### src/sv/dst_pkg.sv
`default_nettype none
package dst_pkg;

  localparam int SLOTS_DEF = 16;

  localparam int KIND_W   = 3;
  localparam int HANDLE_W = 16;
  localparam int FD_W     = 8;
  localparam int FDO_W    = 6;
  localparam int STATUS_W = 2;

  // input word: handle, fd, target_fd
  localparam int IN_W  = 32;
  // output word: status, fd_out, handle_out, acquire, release_res, released_handle, pad
  localparam int OUT_W = 48;

  localparam logic [KIND_W-1:0] KIND_ALLOC     = 3'd0;
  localparam logic [KIND_W-1:0] KIND_CLOSE     = 3'd1;
  localparam logic [KIND_W-1:0] KIND_GET       = 3'd2;
  localparam logic [KIND_W-1:0] KIND_DUP       = 3'd3;
  localparam logic [KIND_W-1:0] KIND_DUP2      = 3'd4;
  localparam logic [KIND_W-1:0] KIND_CLOSE_ALL = 3'd5;

  localparam logic [STATUS_W-1:0] ST_OK   = 2'd0;
  localparam logic [STATUS_W-1:0] ST_BADF = 2'd1;
  localparam logic [STATUS_W-1:0] ST_FULL = 2'd2;

endpackage
`default_nettype wire

### src/sv/dst_handle_mem.sv
`default_nettype none
module dst_handle_mem
  import dst_pkg::*;
#(
  parameter int ADDR_W = 4
) (
  input  wire logic                clk,
  input  wire logic                wr_en,
  input  wire logic [ADDR_W-1:0]   wr_addr,
  input  wire logic [HANDLE_W-1:0] wr_data,
  input  wire logic [ADDR_W-1:0]   rd_addr_a,
  input  wire logic [ADDR_W-1:0]   rd_addr_b,
  output logic      [HANDLE_W-1:0] rd_data_a,
  output logic      [HANDLE_W-1:0] rd_data_b
);

  logic [HANDLE_W-1:0] mem [1 << ADDR_W];

  always_ff @(posedge clk) begin
    if (wr_en) begin
      mem[wr_addr] <= wr_data;
    end
  end

  always_ff @(posedge clk) begin
    rd_data_a <= mem[rd_addr_a];
    rd_data_b <= mem[rd_addr_b];
  end

endmodule
`default_nettype wire

### src/sv/dst_free_find.sv
`default_nettype none
module dst_free_find
  import dst_pkg::*;
#(
  parameter int SLOTS = SLOTS_DEF,
  parameter int IDX_W = 4
) (
  input  wire logic             clk,
  input  wire logic             rst_n,
  input  wire logic [SLOTS-1:0] used,
  output logic                  found_r,
  output logic      [IDX_W-1:0] idx_r
);

  logic             found_nxt;
  logic [IDX_W-1:0] idx_nxt;

  // lowest empty slot wins: scan from the top down
  always_comb begin
    found_nxt = 1'b0;
    idx_nxt   = '0;
    for (int i = SLOTS - 1; i >= 0; i--) begin
      if (!used[i]) begin
        found_nxt = 1'b1;
        idx_nxt   = IDX_W'(i);
      end
    end
  end

  always_ff @(posedge clk) begin
    if (!rst_n) begin
      found_r <= 1'b0;
      idx_r   <= '0;
    end else begin
      found_r <= found_nxt;
      idx_r   <= idx_nxt;
    end
  end

endmodule
`default_nettype wire

### src/sv/descriptor_slot_table_top.sv
// Descriptor slot table with lowest-free allocation.
// Requests arrive on the in_ stream: in_tuser carries the request kind
// (allocate, close, get, dup, dup2, close all), in_tdata the handle and the
// descriptors. Results leave on the out_ stream; out_tlast marks the final
// word of a request.
// One request is in flight at a time. A single-result request is accepted in
// the idle state while its slots are addressed on the handle memory read
// ports; in the execution state the registered read data is used and the
// result is registered once the output register is free. The registered
// memory read and the read-modify-write of one entry set this sequence.
// Close all walks the slots one per cycle through the memory read port,
// emitting one release word per occupied slot and then a final word; an
// occupied slot waits while the output register is full.
// Reset empties every slot; handles are not cleared, an empty slot is never
// read. When out_tready is low the result word holds in the output register,
// the walk pauses on an occupied slot, and a request accepted meanwhile
// waits in execution until the output register is free.
`default_nettype none
module descriptor_slot_table_top
  import dst_pkg::*;
#(
  parameter int SLOTS = SLOTS_DEF
) (
  input  wire logic              clk,
  input  wire logic              rst_n,
  input  wire logic              in_tvalid,
  output logic                   in_tready,
  // handle[15:0], fd[23:16], target_fd[31:24]
  input  wire logic [IN_W-1:0]   in_tdata,
  // kind[2:0]
  input  wire logic [KIND_W-1:0] in_tuser,
  output logic                   out_tvalid,
  input  wire logic              out_tready,
  // status[1:0], fd_out[7:2], handle_out[23:8], acquire[24], release_res[25],
  // released_handle[41:26], zero[47:42]
  output logic      [OUT_W-1:0]  out_tdata,
  output logic                   out_tlast
);

  localparam int IW    = (SLOTS > 1) ? $clog2(SLOTS) : 1;
  localparam int DEPTH = 1 << IW;
  localparam logic [FD_W-1:0] SLOTS_FD = FD_W'(SLOTS);
  localparam logic [IW-1:0]   LAST_IDX = IW'(SLOTS - 1);

  typedef enum logic [1:0] {
    S_IDLE,
    S_EXEC,
    S_WALK,
    S_FINAL
  } state_t;

  state_t state_r, state_nxt;

  logic [KIND_W-1:0]   kind_r, kind_nxt;
  logic [HANDLE_W-1:0] hnd_r, hnd_nxt;
  logic [FD_W-1:0]     fd_r, fd_nxt;
  logic [FD_W-1:0]     tfd_r, tfd_nxt;
  logic [IW-1:0]       idx_r, idx_nxt;
  logic [DEPTH-1:0]    used_r, used_nxt;

  logic                out_valid_r, out_valid_nxt;
  logic [STATUS_W-1:0] o_status_r, o_status_nxt;
  logic [FDO_W-1:0]    o_fd_r, o_fd_nxt;
  logic [HANDLE_W-1:0] o_hout_r, o_hout_nxt;
  logic                o_acq_r, o_acq_nxt;
  logic                o_rel_r, o_rel_nxt;
  logic [HANDLE_W-1:0] o_rhnd_r, o_rhnd_nxt;
  logic                o_last_r, o_last_nxt;

  logic                wr_en;
  logic [IW-1:0]       wr_addr;
  logic [HANDLE_W-1:0] wr_data;
  logic [IW-1:0]       rd_addr_a, rd_addr_b;
  logic [HANDLE_W-1:0] rd_data_a, rd_data_b;

  logic                free_found;
  logic [IW-1:0]       free_idx;

  logic [HANDLE_W-1:0] in_hnd;
  logic [FD_W-1:0]     in_fd, in_tfd;
  logic                in_acc;
  logic                can_emit;
  logic [IW-1:0]       fd_idx, tfd_idx;
  logic                fd_ok, tfd_ok;
  logic                walk_adv;

  assign in_hnd = in_tdata[15:0];
  assign in_fd  = in_tdata[23:16];
  assign in_tfd = in_tdata[31:24];

  assign in_tready = (state_r == S_IDLE);
  assign in_acc    = in_tvalid && in_tready;
  assign can_emit  = !out_valid_r || out_tready;

  assign fd_idx  = fd_r[IW-1:0];
  assign tfd_idx = tfd_r[IW-1:0];
  assign fd_ok   = (fd_r < SLOTS_FD) && used_r[fd_idx];
  assign tfd_ok  = (tfd_r < SLOTS_FD);

  dst_handle_mem #(
    .ADDR_W(IW)
  ) u_mem (
    .clk      (clk),
    .wr_en    (wr_en),
    .wr_addr  (wr_addr),
    .wr_data  (wr_data),
    .rd_addr_a(rd_addr_a),
    .rd_addr_b(rd_addr_b),
    .rd_data_a(rd_data_a),
    .rd_data_b(rd_data_b)
  );

  dst_free_find #(
    .SLOTS(SLOTS),
    .IDX_W(IW)
  ) u_free (
    .clk    (clk),
    .rst_n  (rst_n),
    .used   (used_r[SLOTS-1:0]),
    .found_r(free_found),
    .idx_r  (free_idx)
  );

  always_comb begin
    state_nxt     = state_r;
    kind_nxt      = kind_r;
    hnd_nxt       = hnd_r;
    fd_nxt        = fd_r;
    tfd_nxt       = tfd_r;
    idx_nxt       = idx_r;
    used_nxt      = used_r;
    out_valid_nxt = out_valid_r && !out_tready;
    o_status_nxt  = o_status_r;
    o_fd_nxt      = o_fd_r;
    o_hout_nxt    = o_hout_r;
    o_acq_nxt     = o_acq_r;
    o_rel_nxt     = o_rel_r;
    o_rhnd_nxt    = o_rhnd_r;
    o_last_nxt    = o_last_r;
    wr_en         = 1'b0;
    wr_addr       = free_idx;
    wr_data       = hnd_r;
    rd_addr_a     = fd_idx;
    rd_addr_b     = tfd_idx;
    walk_adv      = 1'b0;

    case (state_r)
      S_IDLE: begin
        rd_addr_a = (in_tuser == KIND_CLOSE_ALL) ? '0 : in_fd[IW-1:0];
        rd_addr_b = in_tfd[IW-1:0];
        if (in_acc) begin
          kind_nxt  = in_tuser;
          hnd_nxt   = in_hnd;
          fd_nxt    = in_fd;
          tfd_nxt   = in_tfd;
          idx_nxt   = '0;
          state_nxt = (in_tuser == KIND_CLOSE_ALL) ? S_WALK : S_EXEC;
        end
      end

      S_EXEC: begin
        if (can_emit) begin
          out_valid_nxt = 1'b1;
          o_status_nxt  = ST_OK;
          o_fd_nxt      = '0;
          o_hout_nxt    = '0;
          o_acq_nxt     = 1'b0;
          o_rel_nxt     = 1'b0;
          o_rhnd_nxt    = '0;
          o_last_nxt    = 1'b1;
          state_nxt     = S_IDLE;
          case (kind_r)
            KIND_ALLOC: begin
              if (!free_found) begin
                o_status_nxt = ST_FULL;
              end else begin
                used_nxt[free_idx] = 1'b1;
                wr_en    = 1'b1;
                wr_addr  = free_idx;
                wr_data  = hnd_r;
                o_fd_nxt = FDO_W'(free_idx);
              end
            end
            KIND_CLOSE: begin
              if (!fd_ok) begin
                o_status_nxt = ST_BADF;
              end else begin
                used_nxt[fd_idx] = 1'b0;
                o_rel_nxt  = 1'b1;
                o_rhnd_nxt = rd_data_a;
              end
            end
            KIND_GET: begin
              if (!fd_ok) begin
                o_status_nxt = ST_BADF;
              end else begin
                o_hout_nxt = rd_data_a;
                o_acq_nxt  = 1'b1;
              end
            end
            KIND_DUP: begin
              if (!fd_ok) begin
                o_status_nxt = ST_BADF;
              end else if (!free_found) begin
                o_status_nxt = ST_FULL;
              end else begin
                used_nxt[free_idx] = 1'b1;
                wr_en      = 1'b1;
                wr_addr    = free_idx;
                wr_data    = rd_data_a;
                o_fd_nxt   = FDO_W'(free_idx);
                o_hout_nxt = rd_data_a;
                o_acq_nxt  = 1'b1;
              end
            end
            KIND_DUP2: begin
              if (!fd_ok || !tfd_ok) begin
                o_status_nxt = ST_BADF;
              end else begin
                o_fd_nxt = FDO_W'(tfd_idx);
                // same handle already in the target: leave it alone
                if (!used_r[tfd_idx] || rd_data_b != rd_data_a) begin
                  used_nxt[tfd_idx] = 1'b1;
                  wr_en      = 1'b1;
                  wr_addr    = tfd_idx;
                  wr_data    = rd_data_a;
                  o_hout_nxt = rd_data_a;
                  o_acq_nxt  = 1'b1;
                  if (used_r[tfd_idx]) begin
                    o_rel_nxt  = 1'b1;
                    o_rhnd_nxt = rd_data_b;
                  end
                end
              end
            end
            default: begin
              o_status_nxt = ST_BADF;
            end
          endcase
        end
      end

      S_WALK: begin
        // read data always belongs to idx_r; skip empty slots without a word
        if (!used_r[idx_r]) begin
          walk_adv = 1'b1;
        end else if (can_emit) begin
          walk_adv         = 1'b1;
          used_nxt[idx_r]  = 1'b0;
          out_valid_nxt    = 1'b1;
          o_status_nxt     = ST_OK;
          o_fd_nxt         = '0;
          o_hout_nxt       = '0;
          o_acq_nxt        = 1'b0;
          o_rel_nxt        = 1'b1;
          o_rhnd_nxt       = rd_data_a;
          o_last_nxt       = 1'b0;
        end
        rd_addr_a = walk_adv ? idx_r + 1'b1 : idx_r;
        if (walk_adv) begin
          if (idx_r == LAST_IDX) begin
            state_nxt = S_FINAL;
          end else begin
            idx_nxt = idx_r + 1'b1;
          end
        end
      end

      S_FINAL: begin
        if (can_emit) begin
          out_valid_nxt = 1'b1;
          o_status_nxt  = ST_OK;
          o_fd_nxt      = '0;
          o_hout_nxt    = '0;
          o_acq_nxt     = 1'b0;
          o_rel_nxt     = 1'b0;
          o_rhnd_nxt    = '0;
          o_last_nxt    = 1'b1;
          state_nxt     = S_IDLE;
        end
      end

      default: begin
        state_nxt = S_IDLE;
      end
    endcase
  end

  always_ff @(posedge clk) begin
    if (!rst_n) begin
      state_r     <= S_IDLE;
      idx_r       <= '0;
      used_r      <= '0;
      out_valid_r <= 1'b0;
    end else begin
      state_r     <= state_nxt;
      idx_r       <= idx_nxt;
      used_r      <= used_nxt;
      out_valid_r <= out_valid_nxt;
    end
    kind_r     <= kind_nxt;
    hnd_r      <= hnd_nxt;
    fd_r       <= fd_nxt;
    tfd_r      <= tfd_nxt;
    o_status_r <= o_status_nxt;
    o_fd_r     <= o_fd_nxt;
    o_hout_r   <= o_hout_nxt;
    o_acq_r    <= o_acq_nxt;
    o_rel_r    <= o_rel_nxt;
    o_rhnd_r   <= o_rhnd_nxt;
    o_last_r   <= o_last_nxt;
  end

  assign out_tvalid = out_valid_r;
  assign out_tlast  = o_last_r;
  assign out_tdata  = {6'd0, o_rhnd_r, o_rel_r, o_acq_r, o_hout_r, o_fd_r, o_status_r};

endmodule
`default_nettype wire

### config.mk
export PLATFORM = sky130hd
export DESIGN_NAME = descriptor_slot_table_top
export DESIGN_NICKNAME = d
export VERILOG_FILES = /design/src/sv/dst_pkg.sv /design/src/sv/dst_handle_mem.sv /design/src/sv/dst_free_find.sv /design/src/sv/descriptor_slot_table_top.sv
export SDC_FILE = /design/constraint.sdc
export NUM_CORES = 1
export LEC_CHECK = 0
export ABC_AREA = 1
export BUFFER_PORTS_ARGS = -buffer_cell sky130_fd_sc_hd__buf_2
export CORE_UTILIZATION = 30
export DETAILED_ROUTE_END_ITERATION = 10
export PLACE_DENSITY = 0.56
export REMOVE_ABC_BUFFERS = 1
export SYNTH_ARGS = -nofsm -noshare
export SYNTH_HDL_FRONTEND = slang
export SYNTH_SLANG_ARGS = --single-unit
### constraint.sdc
create_clock -name clk -period 3.8 [get_ports clk]
set_clock_uncertainty 0.1 [all_clocks]
set_input_delay 0.57 -clock clk [delete_from_list [all_inputs] [get_ports clk]]
set_output_delay 0.57 -clock clk [all_outputs]
set_load 0.005 [all_outputs]
Word-level counts from Yosys, hierarchy flattened:

Memory sizes are Yosys's and may differ from the RTL's. A register that Yosys moved wholly into a read port is not among the register bits.
Index checks and enable logic that the tools add are counted.

* bitwise operators: 6
* muxes and demuxes: 149
* equal/unequal tests: 24
* $lt $le $gt $ge: 10
* reductions and logical operators: 34
* add/sub/neg operators: 1

Operators by type and width (number)
* 2-to-1 mux 16 bit: 29
* one-hot mux 16 bit (3 select lines): 3
* one-hot mux 16 bit (2 select lines): 3
* 2-to-1 mux 4 bit: 22
* one-hot mux 16 bit (4 select lines): 1
* 2-to-1 mux 1 bit: 51
* bitwise AND 16 bit: 2
* NOT 16 bit: 2
* OR 16 bit: 2
* 2-to-1 mux 2 bit: 12
* less-than comparator 4 x 5 -> 1 bit, second input constant: 4
* 2-to-1 mux 6 bit: 3
* one-hot mux 6 bit (3 select lines): 1
* AND reduction 9 bit: 2
* demux 1 bit (select 4 bit): 4
* >= comparator 4 x 1 -> 1 bit, second input constant: 4
* less-than comparator 8 x 5 -> 1 bit, second input constant: 2
* inequality test 16 bit: 1
* one-hot mux 4 bit (2 select lines): 2
* inequality test 2 bit, second input constant: 7
* binary-select mux 1 bit (select 4 bit): 3
* 2-to-1 mux 3 bit: 4
* inequality test 3 bit, second input constant: 4
* one-hot mux 1 bit (3 select lines): 4
* other kinds (25): 52

* flip-flop bits (word level): 106
* logic and storage cells: 245
* memories: 1
* RAM bits: 256
* input port bits: 39
* output and inout bits: 51

Memories
* u_mem.mem: words 16, width 16, rd ports 2, clocked after memory_dff 2, write ports 1, RTL line dst_handle_mem.sv:17 `logic [HANDLE_W-1:0] mem [1 << ADDR_W];`

Longest topological paths before layout:

Gate-level depths: netlist of run 1.

* word-level depth: 16
* depth in mapped cells: 20
* gate-level depth less buffers: 18

Modules after synthesis:

From an unflattened synthesis of run 1, not the netlist that was laid out.

* cells, all modules: 2792
* area total of the unflattened synthesis: 21907.3 um^2

Modules (own cells, without submodules)
* dst_handle_mem: area an instance 14321.2 um^2, cells each 1675, times used 1, sequential area each 8328.0 um^2
* descriptor_slot_table_top: area an instance 7300.8 um^2, cells each 1069, times used 1, sequential area each 2802.7 um^2
* dst_free_find: area an instance 285.3 um^2, cells each 48, times used 1, sequential area each 100.1 um^2

Least setup slack after synthesis of run 1:

OpenSTA, ideal clock, no wires.

* path kind: flip-flop to flip-flop
* start: reg idx_r[0]
* end: reg o_acq_r, enable pin
* data required time: 3.261 ns
* setup slack: 0.402 ns
* clock period less this slack: 3.398 ns
* arrival time: 2.860 ns
* setup time: 0.439 ns
* stages on the path, launching flop included: 11
* path buffers: 1
* path through: dfxtp_1 > buf_4 > nand2_1 > nand3_1 > nand2_1 > nand2_1 > nand2_1 > inv_1 > nand2_1 > o22ai_1 > a211oi_1

* longest elaborated chain between the ends: 4

RTL lines
* start, declared: RTL line descriptor_slot_table_top.sv:58 `logic [IW-1:0] idx_r, idx_nxt;`
* start signal, assigned: RTL line descriptor_slot_table_top.sv:297 `idx_r <= idx_nxt;`
* binary-select mux 1 bit (select 4 bit): RTL line descriptor_slot_table_top.sv:245 `if (!used_r[idx_r]) begin`
* 2-to-1 mux 1 bit (implied by the code): RTL line descriptor_slot_table_top.sv:245
* inequality test 2 bit (no line)
* AND reduction 3 bit (no line)
* end signal, assigned: RTL line descriptor_slot_table_top.sv:308 `o_acq_r <= o_acq_nxt;`
* end, declared: RTL line descriptor_slot_table_top.sv:65 `logic o_acq_r, o_acq_nxt;`

Every way passes these cells. The select of a mux whose other input is x is not followed.
A chain may end at the register's enable or synchronous reset.

Worst setup path in the final report of run 1:

* start: reg state_r[1]
* end: reg u_mem.rd_data_b[12] (read register of u_mem.mem)

* longest elaborated chain between the ends: 2

RTL lines
* start, declared: RTL line descriptor_slot_table_top.sv:52 `state_t state_r, state_nxt;`
* start signal, assigned: RTL line descriptor_slot_table_top.sv:296 `state_r <= state_nxt;`
* zero test 2 bit: RTL line descriptor_slot_table_top.sv:147 `case (state_r)`
* 2-to-1 mux 4 bit: RTL line descriptor_slot_table_top.sv:147
* end, declared: RTL line dst_handle_mem.sv:14 `output logic [HANDLE_W-1:0] rd_data_b`

Every way passes these cells.

==> reports/qor.yml, run 1 <==
crit_path_start_kind: "flip-flop"
seqPwrFrac: 0.276
grt_pass1_vias: 17479
yosys.area_share.adder: 0.00540
routed_via_density: 5.28
drtIter0Drc: 2279
critical_path_required_ps: 4190
gp_routability_congestion: 0.941
critPathArrivalTime_ps: 3860
numCtsBuffers: 46
hold-path-endpoint: "hnd_r[9]$_DFFE_PP_"
drive_gt1_frac: 0.120
reg2regPathDepth: 11
min_period_over_period: 0.915
synth-edff-count: 334
min_path_cells: 1
p_leak_nw: 9.93
nets: 2565
rows: 96
muxShareOfSynthArea: 0
critical_path_class: "reg2reg"
area_growth_pct: 15.8
pre_cts_ws_ps: 409
synthArstFlopShare: 0
min_path_type: "in2reg"
hold_viol: 0
fin_ws_ps: 324
antenna_found_initial: 1
maxCapViolations: 0
syn_area_per_cell_um2: 8.53
synth_xor_area_frac: 0.00336
status: "completed"
r2r_slack_ps: 320
worst_pin_slew_ps: 1250
synthDistinctLibCells: 50
r2r-start: "state_r[1]$_SDFFE_PN0P_"
vias: 18413
worstHoldStart: "in_tdata[9]"
swShare: 0.478
synth-seq-area-share: 0.538
clk_pin_slew_worst_paths_ps: 60
setup_viol: 0
final_util: 0.352
overflow: 0
rsz0062_at_grt: "no"
worst_skew_pair.late_latency_ps: 600
synth_area_um2: 20900
clock-sinks: 394
dieArea_um2: 70600
cts_tree: "yes"
multi_input_area_um2: 7690
crit_fanout: 69
numPortBuffers: 83
synth_top_family_by_area: "simple AND/OR/NAND/NOR gates"
postCtsSetupBuffers: 0
hpwlAfterDp_um: 47400
startpoint: "state_r[1]$_SDFFE_PN0P_"
synth-compound-area-share: 0.121
core_um2: 68700
ant_nets: 0
fmax_mhz: 288
synthFlopType: "edfxtp_1"
routed_wl_um: 72700
post_cts_resized: 0
synthSimpleGateAreaFrac: 0.230
routedWlPerCell_um: 20.9
worstSetupEndpointType: "flip-flop"
relSlewSlack: 0.161
clkPwrFrac: 0.194
yosys_warnings: 0
slew_viol_final: 0
synth_seq_cells: 394
power_density_nw_per_um2: 917
clk_root_buffer_cell: "clkbuf_16"
ir_drop_mv: 0.716
switchingPower_mw: 10.6
grt_max_degree: 100
die_w_um: 266
reg2reg_to: "u_mem.rd_data_b[12]$_DFF_P_"
htreeDepth: 2
clockBufferDepth: 3
drc_errors: 0
dr.pass1.iters: 6
grt_pass1_wl_um: 108000
ff_latch_area_um2: 11200
globalRouteTotalUtil: 0.202
fin_cells: 3485
io_pins: 90
synthCells: 2447
p_int_mw: 11.6
min_period_ps: 3480
post-place-cells: 3400
combPwrFrac: 0.530
start_util: 0.304
postCtsHoldBufs: 0
die_h_um: 266
nFillCells: 6946
==> routing by layer <==
metal  global-route usage  part of all wire  up-vias
met3               0.0300             0.079      142
met5                    0                 0        -
met2                0.326              0.46      873
met4               0.0716             0.030        0
li1                     -                 -     8487
met1                0.274              0.43     8911
==> stage by stage <==
stage / cell area [um^2] / hold slack (ps) / power, mW / setup TNS (ps)
after floorplan: 20200 / 401 / 12.4 / -243820
after global placement: 22700 / 435 / 17.5 / 0
after detailed placement: 22700 / 430 / 17.7 / 0
after CTS: 24200 / 27.5 / 22.0 / 0
after global routing: 24200 / 34.7 / 23.4 / 0
final: 24200 / 48.2 / 22.2 / 0
==> cell usage after synthesis (all sizes together) (2+ instances only) <==
library cell    n  area share
a211oi          2     0.00072
buf            80       0.021
a221oi         12      0.0050
nor4            6      0.0021
o21ai         149       0.036
nor2           95       0.018
dfxtp          60       0.058
xor2            2     0.00084
a21oi         140       0.034
o221ai         10      0.0042
o22ai          27      0.0081
clkinv          3     0.00054
edfxtp        334        0.48
nand3         469        0.11
inv           366       0.066
a22oi          17      0.0064
xnor2           6      0.0025
a311oi         16      0.0067
nor3           21      0.0056
nand4           4      0.0019
clkbuf         76       0.014
o211ai         44       0.016
a31oi           4      0.0012
nand2         486       0.089
o311ai          2      0.0012
ha              9      0.0054
==> critical path, stage by stage (launching register included) <==
cell and delay (ps):
dfxtp_1 410, inv_1 170, ha_1 390, buf_4 260
o21ai_4 840, buf_12 370, buf_4 290, a21oi_1 100
o21ai_0 130, nand3_1 110, nand3_1 90, nand2_1 60
==> power by group through the flow <==
stage	registers, mW	logic [mW]	clock network (mW)
after global routing	6.17	12.7	4.55
final	6.11	11.7	4.30
after global placement	6.19	11.3	0
after detailed placement	6.18	11.5	0
after floorplan	6.09	6.29	0
after CTS	6.10	11.5	4.39
==> final cells by class <==
type	count	share of cell area
sequential	394	0.465
multi-input combinational	1533	0.318
inverter	369	0.0573
clock buffer	67	0.0534
timing repair buffer	173	0.0509
tap	931	0.0482
clock inverter	17	0.00684
antenna	1	0.000104
==> how the worst max path moves through the flow <==
stage	cells past startpoint	endpoint
after floorplan	7	u_mem.rd_data_b[10]$_DFF_P_
after global placement	10	u_mem.rd_data_b[10]$_DFF_P_
after detailed placement	10	u_mem.rd_data_b[10]$_DFF_P_
after CTS	10	u_mem.rd_data_b[2]$_DFF_P_
after global routing	15	u_mem.mem[9][3]$_DFFE_PP_
final	11	u_mem.rd_data_b[12]$_DFF_P_
==> kinds of logic after synthesis <==
group / Yosys count
and+or+nand+nor: 1083
buffers and inverters: 525
AOI/OAI and AO/OA: 427
DFF: 394
adders and majority gates: 9
xor gates and xnor gates: 8
other: 1
==> registers in the layout, summed over array words and instances, names as in the netlist, 2 cells and up <==
name	cells
u_mem.mem	256
idx_r	4
used_r	16
state_r	2
o_fd_r	6
u_free.idx_r	4
u_mem.rd_data_b	16
tfd_r	8
fd_r	8
kind_r	3
o_rhnd_r	16
hnd_r	16
u_mem.rd_data_a	16
o_status_r	2
o_hout_r	16
==> cell usage in the layout (no fill, tap or decap), types with 44 or more instances in the layout <==
cell / count
dfxtp_1: 60
nand2_1: 478
nor2_1: 70
o211ai_1: 44
o21ai_0: 135
nand3_1: 466
buf_2: 83
edfxtp_1: 334
buf_4: 79
a21oi_1: 139
clkbuf_16: 46
inv_1: 355
Power figures use the tool's default switching activity.
==> run 2, diff against run 1 <==
--- a/config.mk
+++ b/config.mk
@@ -10,7 +10,6 @@
 export CORE_UTILIZATION = 30
 export DETAILED_ROUTE_END_ITERATION = 10
 export PLACE_DENSITY = 0.56
-export REMOVE_ABC_BUFFERS = 1
 export SYNTH_ARGS = -nofsm -noshare
 export SYNTH_HDL_FRONTEND = slang
 export SYNTH_SLANG_ARGS = --single-unit
==> run 2 against run 1 <==
Effect of this change:
- cell count is 0.37% lower
- sequential power hardly changed
- non-clock buffer count is 6 lower
- clock power is 5.6% lower
- hold slack better by 22 ps
- fmax is 3.0% higher
==> reports/qor.yml, run 2 (synthesis results as in run 1) <==
postCtsSetupBuffers: 0  # unchanged
overflow: 0  # unchanged
start_util: 0.304  # unchanged
worst_skew_pair.late_latency_ps: 580  # was 600 ps
post_cts_resized: 0  # unchanged
grt_pass1_wl_um: 106000  # was 108000 um
worst_path_max_delay_cell: "nand2_1"  # was o21ai_4
htreeDepth: 2  # unchanged
gp_routability_congestion: 0.946  # was 0.941
slew_viol_final: 0  # unchanged
cts_tree: "yes"  # unchanged
ff_latch_area_um2: 11200  # unchanged
rows: 96  # unchanged
routed_wl_um: 70100  # was 72700 um
io_pins: 90  # unchanged
critPathArrivalTime_ps: 3560  # was 3860 ps
grt_max_degree: 103  # was 100
reg2regPathDepth: 15  # was 11
numPortBuffers: 83  # unchanged
p_leak_nw: 9.84  # was 9.93 nW
power_density_nw_per_um2: 910  # was 917 nW/um^2
final_util: 0.349  # was 0.352
slowest_delay_ps: 470  # was 840 ps
critical_path_required_ps: 3990  # was 4190 ps
min_path_cells: 1  # unchanged
hold_viol: 0  # unchanged
nets: 2556  # was 2565
crit_fanout: 16  # was 69
relSlewSlack: 0.326  # was 0.161
antenna_found_initial: 0  # was 1
maxCapViolations: 0  # unchanged
globalRouteTotalUtil: 0.195  # was 0.202
multi_input_area_um2: 7690  # about the same
diodes: 0  # was 1
r2r-start: "fd_r[1]$_DFFE_PP_"  # was state_r[1]$_SDFFE_PN0P_
ant_nets: 0  # unchanged
min_period_ps: 3370  # was 3480 ps
min_period_over_period: 0.888  # was 0.915
clockBufferDepth: 3  # unchanged
drc_errors: 0  # unchanged
hold-path-endpoint: "hnd_r[6]$_DFFE_PP_"  # was hnd_r[9]$_DFFE_PP_
routedWlPerCell_um: 20.2  # was 20.9 um
setup_viol: 0  # unchanged
tns_ps: 0  # unchanged
drtIter0Drc: 2215  # was 2279
r2r_slack_ps: 430  # was 320 ps
die_w_um: 266  # unchanged
rsz0062_at_grt: "no"  # unchanged
ir_drop_mv: 0.712  # was 0.716 mV
path_cells: "nor2_1 -> a22oi_1 -> nand2_1 -> nand2_1 -> nand2_1 -> inv_2 -> nand2_4 -> nand2_1 -> nor2_1 -> nand2_1 -> nand2_2 -> nand2_1 -> nand2_1 -> nand2_1 -> nand2_1"  # was inv_1 -> ha_1 -> buf_4 -> o21ai_4 -> buf_12 -> buf_4 -> a21oi_1 -> o21ai_0 -> nand3_1 -> nand3_1 -> nand2_1
largest_register_ffs: 256  # unchanged
core_um2: 68700  # unchanged
fin_cells: 3472  # was 3485
post-place-cells: 3394  # was 3400
nFillCells: 7076  # was 6946
numCtsBuffers: 43  # was 46
worst_pin_slew_ps: 1010  # was 1250 ps
clk_pin_slew_worst_paths_ps: 70  # was 60 ps
die_h_um: 266  # unchanged
vias: 18185  # was 18413
grt_pass1_vias: 17231  # was 17479
fmax_mhz: 296  # was 288 MHz
crit_path_start_kind: "flip-flop"  # unchanged
hpwlAfterDp_um: 45700  # was 47400 um
critical_path_class: "reg2reg"  # unchanged
min_path_type: "in2reg"  # unchanged
mostFrequentLayoutCells: "nand2_1, nand3_1, inv_1"  # unchanged
reg2reg_to: "u_mem.mem[3][0]$_DFFE_PP_"  # was u_mem.rd_data_b[12]$_DFF_P_
clock-sinks: 394  # unchanged
drive_gt1_frac: 0.115  # was 0.120
area_growth_pct: 14.9  # was 15.8%
worstHoldStart: "in_tdata[6]"  # was in_tdata[9]
clk_root_buffer_cell: "clkbuf_16"  # unchanged
worstSetupEndpointType: "flip-flop"  # unchanged
mostFrequentLayoutCell: "nand2_1"  # unchanged
routed_via_density: 5.24  # was 5.28
postCtsHoldBufs: 0  # unchanged
timing.critical_path.mode_cell: "nand2_1"
dieArea_um2: 70600  # unchanged
max_flop_register: "u_mem.mem"  # unchanged
dr.pass1.iters: 6  # unchanged
status: "completed"  # unchanged
startpoint: "fd_r[1]$_DFFE_PP_"  # was state_r[1]$_SDFFE_PN0P_
-- run 2: changes by cell type in the layout (fill, tap and decap cells not counted), sizes merged --
cell,previous run,this run
buf,173,167
diode,1,0
inv,367,368
clkinv,15,17
clkbuf,67,58
-- run 2: worst max-delay path by stage --
stage                                 end  slack, ps  depth (start not counted)
2_1_floorplan       o_acq_r$_SDFFCE_PN0P_        400                         10
3_3_place_gp    u_mem.mem[9][0]$_DFFE_PP_        490                         16
3_5_place_dp    u_mem.mem[8][0]$_DFFE_PP_        500                         16
4_1_cts         u_mem.mem[3][0]$_DFFE_PP_        460                         16
5_1_grt        u_mem.mem[12][3]$_DFFE_PP_        210                         14
6_report        u_mem.mem[3][0]$_DFFE_PP_        430                         15
-- run 2: metrics by stage --
step / hold WS [ps] / cell area, um^2 / power, mW / worst slack [ps]
2_1_floorplan: 398 / 20900 / 13.2 / 402
3_3_place_gp: 453 / 22700 / 17.5 / 486
3_5_place_dp: 463 / 22700 / 17.6 / 495
4_1_cts: 43.9 / 24000 / 21.7 / 465
5_1_grt: 56.6 / 24000 / 23.0 / 208
6_report: 70.7 / 24000 / 21.8 / 426
-- run 2: layer usage --
layer  up-vias  GRT usage  part of all wire
met3       151     0.0252             0.081
met4         0     0.0874             0.044
met5         -          0                 0
met1      8646      0.262              0.42
met2       924      0.314              0.46
li1       8464          -                 -
-- run 2: critical path: cells and delay by family (launching register included) --
kind / cells / cell delay [ps]
AO/OA/AOI/OAI: 1 / 170
AND/OR/NAND/NOR: 13 / 2290
buffers and inverters: 1 / 50
flip-flops: 1 / 450
-- run 2: power by group --
part,switching [mW],internal [mW],total (mW),leakage (nW)
Combinational,8.24,3.38,11.6,5.63
Clock,1.78,2.28,4.06,0.653
Sequential,0.443,5.69,6.14,3.56
-- run 2: layout make-up --
type,count,area share
inverters,369,0.0578
clock inverters,20,0.00715
well taps,931,0.0486
flip-flops and latches,394,0.468
repair buffers,167,0.0494
clock buffers,58,0.0481
multi-input cells,1533,0.321
